## src/hdl/fegr_pkg.sv

```systemverilog
package fegr_pkg;

    localparam int EXP_TERMS = 15;
    localparam int SER_STEPS = EXP_TERMS - 2;
    localparam int INT_STEPS = 31;
    localparam int RATE_LAT  = 2 + 3 * SER_STEPS + 1 + INT_STEPS + 2;
    localparam int DIV_BITS  = 32;
    localparam int TOP_LAT   = RATE_LAT + DIV_BITS + 3;

    localparam int MODE_PERSIST      = 0;
    localparam int MODE_SHRINK_PLUS  = 1;
    localparam int MODE_SHRINK_MINUS = 2;

    typedef enum logic [2:0] {
        REG_GROW    = 3'd0,
        REG_SHRINK  = 3'd1,
        REG_OFF     = 3'd2,
        REG_SCALE   = 3'd3,
        REG_MIN_LEN = 3'd4,
        REG_MAX_LEN = 3'd5,
        REG_MODE    = 3'd6
    } reg_idx_t;

    typedef enum logic [1:0] {
        LIM_BELOW,
        LIM_WITHIN,
        LIM_REACH,
        LIM_ABOVE
    } lim_cls_t;

    typedef struct packed {
        logic [31:0]        grow;
        logic [31:0]        scale;
        logic signed [31:0] off;
        logic signed [31:0] shrink;
    } end_cfg_t;

    typedef struct packed {
        logic signed [31:0] force_v;
        logic               shrink_sel;
        logic               active;
        logic [16:0]        frac;
    } end_in_t;

    typedef struct packed {
        logic [31:0] term;
        logic        neg;
        logic        shrink_sel;
        logic        active;
    } end_side_t;

    typedef struct packed {
        logic [31:0]        x;
        logic [31:0]        t;
        logic signed [34:0] sum;
        logic [4:0]         nint;
        logic               big;
        end_side_t          side;
    } ser_t;

    typedef struct packed {
        logic [32:0] fac;
        logic [4:0]  nint;
        end_side_t   side;
    } pow_t;

    typedef struct packed {
        logic signed [31:0] rp;
        logic signed [31:0] rm;
        lim_cls_t           cls;
        logic               sp;
        logic               sm;
    } lim_t;

    // exp(-1) in Q0.32 as the square of the truncated series at one half
    function automatic logic [31:0] exp_m1_q32();
        logic [63:0] term;
        logic [63:0] sum;
        logic [63:0] prod;
        term = 64'd1 << 32;
        sum  = 64'd1 << 32;
        for (int k = 1; k < EXP_TERMS; k++)
        begin
            term = ((term * 64'h8000_0000) >> 32) / 64'(k);
            if (k[0])
                sum = sum - term;
            else
                sum = sum + term;
        end
        prod = (sum * sum) >> 32;
        return prod[31:0];
    endfunction

    localparam logic [31:0] E1_Q32 = exp_m1_q32();

endpackage

```

## src/hdl/fegr_div.sv

```systemverilog
module fegr_div
    import fegr_pkg::*;
(
    input  logic        clk,
    input  logic        en,
    input  logic [62:0] num,
    input  logic [31:0] den,
    output logic [31:0] quo
);

    logic [31:0] rem_reg [0:DIV_BITS-1];
    logic [31:0] low_reg [0:DIV_BITS-1];
    logic [31:0] den_reg [0:DIV_BITS-1];
    logic [31:0] q_reg   [0:DIV_BITS-1];

    // one quotient bit per stage, remainder stays below the divisor
    for (genvar j = 0; j < DIV_BITS; j++)
    begin : g_bit
        logic [31:0] rem_i;
        logic [31:0] low_i;
        logic [31:0] den_i;
        logic [31:0] q_i;
        logic [32:0] trial;
        logic [32:0] diff;

        if (j == 0)
        begin : g_first
            assign rem_i = {1'b0, num[62:32]};
            assign low_i = num[31:0];
            assign den_i = den;
            assign q_i   = '0;
        end
        else
        begin : g_next
            assign rem_i = rem_reg[j-1];
            assign low_i = low_reg[j-1];
            assign den_i = den_reg[j-1];
            assign q_i   = q_reg[j-1];
        end

        assign trial = {rem_i, low_i[31]};
        assign diff  = trial - {1'b0, den_i};

        always_ff @(posedge clk)
        begin
            if (en)
            begin
                if (trial >= {1'b0, den_i})
                begin
                    rem_reg[j] <= diff[31:0];
                    q_reg[j]   <= {q_i[30:0], 1'b1};
                end
                else
                begin
                    rem_reg[j] <= trial[31:0];
                    q_reg[j]   <= {q_i[30:0], 1'b0};
                end
                low_reg[j] <= {low_i[30:0], 1'b0};
                den_reg[j] <= den_i;
            end
        end
    end

    assign quo = q_reg[DIV_BITS-1];

endmodule

```

## config.mk

```make
export PLATFORM = sky130hd
export DESIGN_NAME = fegr_div
export DESIGN_NICKNAME = d
export VERILOG_FILES = /design/src/hdl/fegr_pkg.sv /design/src/hdl/fegr_div.sv
export SDC_FILE = /design/constraint.sdc
export NUM_CORES = 2
export LEC_CHECK = 0
export BUFFER_PORTS_ARGS = -buffer_cell sky130_fd_sc_hd__buf_2
export CAP_MARGIN = 30
export CORE_MARGIN = 2
export CORE_UTILIZATION = 52
export DETAILED_ROUTE_END_ITERATION = 8
export PLACE_DENSITY = 0.78
export SYNTH_ARGS = -nofsm -noshare
export SYNTH_HDL_FRONTEND = slang
export SYNTH_SLANG_ARGS = --single-unit
```

## constraint.sdc

```tcl
create_clock -name clk -period 7.9 [get_ports clk]
set_clock_uncertainty 0.2 [all_clocks]
set_input_delay 0.79 -clock clk [delete_from_list [all_inputs] [get_ports clk]]
set_output_delay 0.79 -clock clk [all_outputs]
set_load 0.02 [all_outputs]
```

== Word level (Yosys, flattened, before mapping) ==
Memory sizes are Yosys's and may differ from the RTL's.
Index checks and enable logic that the tools add are counted.

* Add/sub/neg operators: 32
* $lt $le $gt $ge: 32
* Muxes and demuxes: 258
* Bitwise logic cells: 64

{| class="wikitable"
|+ Operator list
! operator !! number
|-
| 2-to-1 mux 32 bit || 64
|-
| subtractor 32 bit || 32
|-
| >= comparator 33 x 32 -> 1 bit || 31
|-
| 2-to-1 mux 1 bit || 194
|-
| bitwise OR 1 bit || 64
|-
| >= comparator 32 bit || 1
|}

* Register bits after elaboration: 0
* RAM bits: 4064
* Input port bits: 97
* Memories kept: 4

{| class="wikitable"
|+ Memory list
! name !! depth !! bits a word !! read ports !! clocked after Yosys merged registers in !! wr ports !! RTL line !! source
|-
| den_reg || 32 || 32 || 31 || 0 || 32 || fegr_div.sv:13 || <nowiki>logic [31:0] den_reg [0:DIV_BITS-1];</nowiki>
|-
| q_reg || 32 || 32 || 32 || 0 || 32 || fegr_div.sv:14 || <nowiki>logic [31:0] q_reg [0:DIV_BITS-1];</nowiki>
|-
| rem_reg || 32 || 32 || 31 || 0 || 32 || fegr_div.sv:11 || <nowiki>logic [31:0] rem_reg [0:DIV_BITS-1];</nowiki>
|-
| low_reg || 32 || 31 || 31 || 0 || 32 || fegr_div.sv:12 || <nowiki>logic [31:0] low_reg [0:DIV_BITS-1];</nowiki>
|}

== Depth between registers and ports, before layout ==
An unclocked memory read counts as a cell.

* Word-level depth: 6
* Gate-level depth with buffers: 16
* Mapped depth without buffers: 15

== Worst setup path after synthesis ==
OpenSTA, ideal clock, no wires.

* Path kind: input to register
* Start: input num[31]
* End: memory rem_reg[0][23], data pin
* Setup time: 260 ps
* Arrival: 3933 ps
* Required time: 7440 ps
* Slack: 3508 ps
* Stages on the path: 16
* Path buffers: 1
* Cell sequence: inv_1 -> ha_1 -> inv_1 -> fa_1 -> a21o_1 -> a21oi_1 -> o21ai_1 -> a221o_1 -> o311ai_1 -> o21ai_0 -> a2111oi_0 -> nor4b_1 -> o21ai_1 -> nand4b_1 -> buf_2 -> mux2_2

{| class="wikitable"
|+ RTL lines
! what !! RTL line !! source
|-
| start, declared || fegr_div.sv:6 || <nowiki>input logic [62:0] num,</nowiki>
|-
| end, declared || fegr_div.sv:11 ||
|}

==> run metrics <==
status=completed; initial DRC count=9019; Fmax=201.8 MHz; Final setup viols=0; postcts setup bufs=0; sw frac=35.64%; Residual DRC=0; worst-path fanout max=28; Row Count=199; reg2reg path depth=15; Arr. time, crit path=5.41 ns; post-synthesis register bit count=3008; clock network power share=22.7%; hpwl dp=238000 µm; H-tree levels=5; P_sw=24.24 mW; final hold vios=0; Root Buffer=clkbuf_16; max_slew headroom=28.80%; fraction of registers with async set/reset=0%; Synth Instances=12800; CTS tree=built; Total Wirelength=332800 µm; initial antenna violation count=2; Cell Pwr Density=396.9 nW/µm²; max-cap violation count=0; worst setup margin=2.944 ns; largest net degree at the start of global routing=186; port buffer count=128; sequential share of the synthesized area=58.56%; crit end category=flop; GPL Wtd Cong=0.9227; Int Pwr=43.78 mW; Pleak=68.51 nW; GRT Residual Overflow=0; Pins Over Slew Limit=0; crit path time final=4.956 ns; Cells after DPL=16620; Synth top area share=58.55%; Die Ht=548.6 µm; setup TNS=0 ns; Sequential Power Share=36.9%; critical path class=in2reg; Unique masters post-synth=99; Routed wire per std cell=19.23 µm; dpl ws=2.700 ns; Worst-Margin Slew=1.059 ns; die area=301000 µm²; RSZ-0062 raised after global routing=no; post-route ant nets=0; Core Box Area=294600 µm²; critical path data required time=8.36 ns; worst skew pair latency=0.95 ns; TritonRoute pass-1 iters=8; syn_area_per_cell=12.05 µm²; final core utilization=58.18%; Top Ports=129; Synthesis Warnings=0; clk sinks=3008; Synth Net Count=13950; Initial Utilization=52.36%; Startpoint Class=primary input; clk buf depth=4; Post-synth EDFFs=3007; Via-to-Cell Ratio=5.682; Hold Path Depth=0; first-pass GRT wire length=518700 µm; Gate power share=40.4%; PostCTS Resize Cnt=0; fin crit share=62.73%; Non-Filler Instances=17300; Hold Crit Class=reg2reg; Synth Cell Area=154200 µm²; number of global-route vias before repair=95290; Peak VDD IR=0.2081 mV; Die X=548.6 µm; DR vias=98320; Worst-path clk slew=0.06 ns; largest cells by area after synthesis=edfxtp_1 (59%), ha_1 (8.3%), a21oi_1 (3.7%); # nets final=14270; Layout area overhead=11.11%; Top FF cell, synth=edfxtp_1; CTS Hold Bufs=95; total CTS buffers=321; share of layout cells above drive strength 1=8.527%; All-Layer GR Usage=21.58%; Synth area leader=edfxtp_1
[final cells by class]
| class | count | area [µm²] |
|---|---|---|
| antenna | 3 | 7.507 |
| clock buffer | 369 | 8298 |
| clock inverter | 214 | 2591 |
| fill | 23050 | 123200 |
| inverter | 1328 | 4985 |
| multi-input combinational | 8175 | 57960 |
| sequential | 3008 | 90320 |
| tap | 3919 | 4903 |
| timing repair buffer | 287 | 2310 |
[power by group through the flow]
stage | Combinational [mW] | Clock [mW] | Sequential [mW]
after global placement | 26.3 | 0 | 25.3
after detailed placement | 26.8 | 0 | 25.4
final | 27.5 | 15.5 | 25.1
after floorplan | 21.3 | 0 | 24.1
after CTS | 27.2 | 15.8 | 25.1
after global routing | 30.5 | 16.4 | 25.3
[worst paths after layout]
check | start | endpoint | slack [ns]
max | num[31] | rem_reg[0][1]$_DFFE_PP_ | 2.94
min | low_reg[0][152]$_DFFE_PP_ | low_reg[0][184]$_DFFE_PP_ | 0.15
max reg2reg | low_reg[1][30]$_DFFE_PP_ | rem_reg[1][58]$_DFFE_PP_ | 3.01
min reg2reg | low_reg[0][152]$_DFFE_PP_ | low_reg[0][184]$_DFFE_PP_ | 0.15
[worst max-delay path: stages]
cell and delay, ns:
dlygate4sd3_1 0.53, buf_2 0.12, inv_1 0.07, ha_1 0.18, inv_1 0.06, fa_1 0.40, a21o_1 0.19, a21oi_1 0.24
o21ai_1 0.17, a221o_1 0.38, o311ai_1 0.43, o21ai_0 0.17, a2111oi_0 0.35, nor4b_1 0.15, o21ai_1 0.16, nand4b_1 0.30
buf_4 0.39, mux2_2 0.32
[cells by family after synthesis]
group | after synthesis | share of synthesized area (%)
AO/OA/AOI/OAI | 3249 | 13.11
flip-flops | 3008 | 58.56
AND/OR/NAND/NOR | 2642 | 8.023
buffers and inverters | 1615 | 3.983
adder cells (fa/ha/maj) | 1055 | 8.710
XOR/XNOR | 838 | 4.759
multiplexers | 391 | 2.859
[stage by stage]
step	hold WS, ns	cell area, µm²	power, mW
after floorplan	0.2003	154200	45.34
after global placement	0.2000	159500	51.66
after detailed placement	0.2045	159500	52.20
after CTS	0.1474	171300	68.14
after global routing	0.1397	171400	72.20
final	0.1524	171400	68.02
[cell usage after synthesis (120+ instances only)]
master / count
edfxtp_1: 3007
inv_1: 1326
a21oi_1: 1147
ha_1: 1024
nor2_1: 801
nand2_1: 771
o21ai_0: 697
xnor2_1: 535
a21o_1: 520
mux2_2: 349
xor2_1: 303
clkbuf_1: 229
nand3_1: 198
nand4_1: 164
o21a_1: 144
nor2b_1: 137
o21bai_1: 132
nor3_1: 131
nand2b_1: 120
[routing by layer]
| layer | track usage (%) | up-vias | part of all wire, % |
|---|---|---|---|
| met5 | 0 | - | 0 |
| met4 | 8.935 | 0 | 4.4 |
| met3 | 2.224 | 717 | 4.9 |
| met2 | 38.10 | 2865 | 50 |
| met1 | 27.05 | 47110 | 41 |
| li1 | - | 47630 | - |
[layout by cell type, fill, tap and decap left out, types with 34 or more instances in the layout]
cell and count:
xor2_1 303, nor4_1 40, nand2b_1 120, o21ai_0 696, nor2b_1 137, xnor2_1 535, nand3_1 198, a21o_1 520
o21a_1 142, a211oi_1 53, nor3_1 131, o211ai_1 39, inv_1 1326, dlygate4sd3_1 95, a21oi_1 1145, nor2_1 801
buf_4 45, o31ai_1 67, buf_2 128, a31oi_1 81, and2_1 52, bufinv_16 42, clkbuf_1 44, nand2_1 771
clkbuf_16 325, and3_1 74, nand4_1 164, ha_1 1024, a211o_1 34, clkinv_1 51, clkinv_2 63, edfxtp_1 3007
mux2_2 349, o21bai_1 131
No activity file was read; power rests on OpenSTA's default activity.
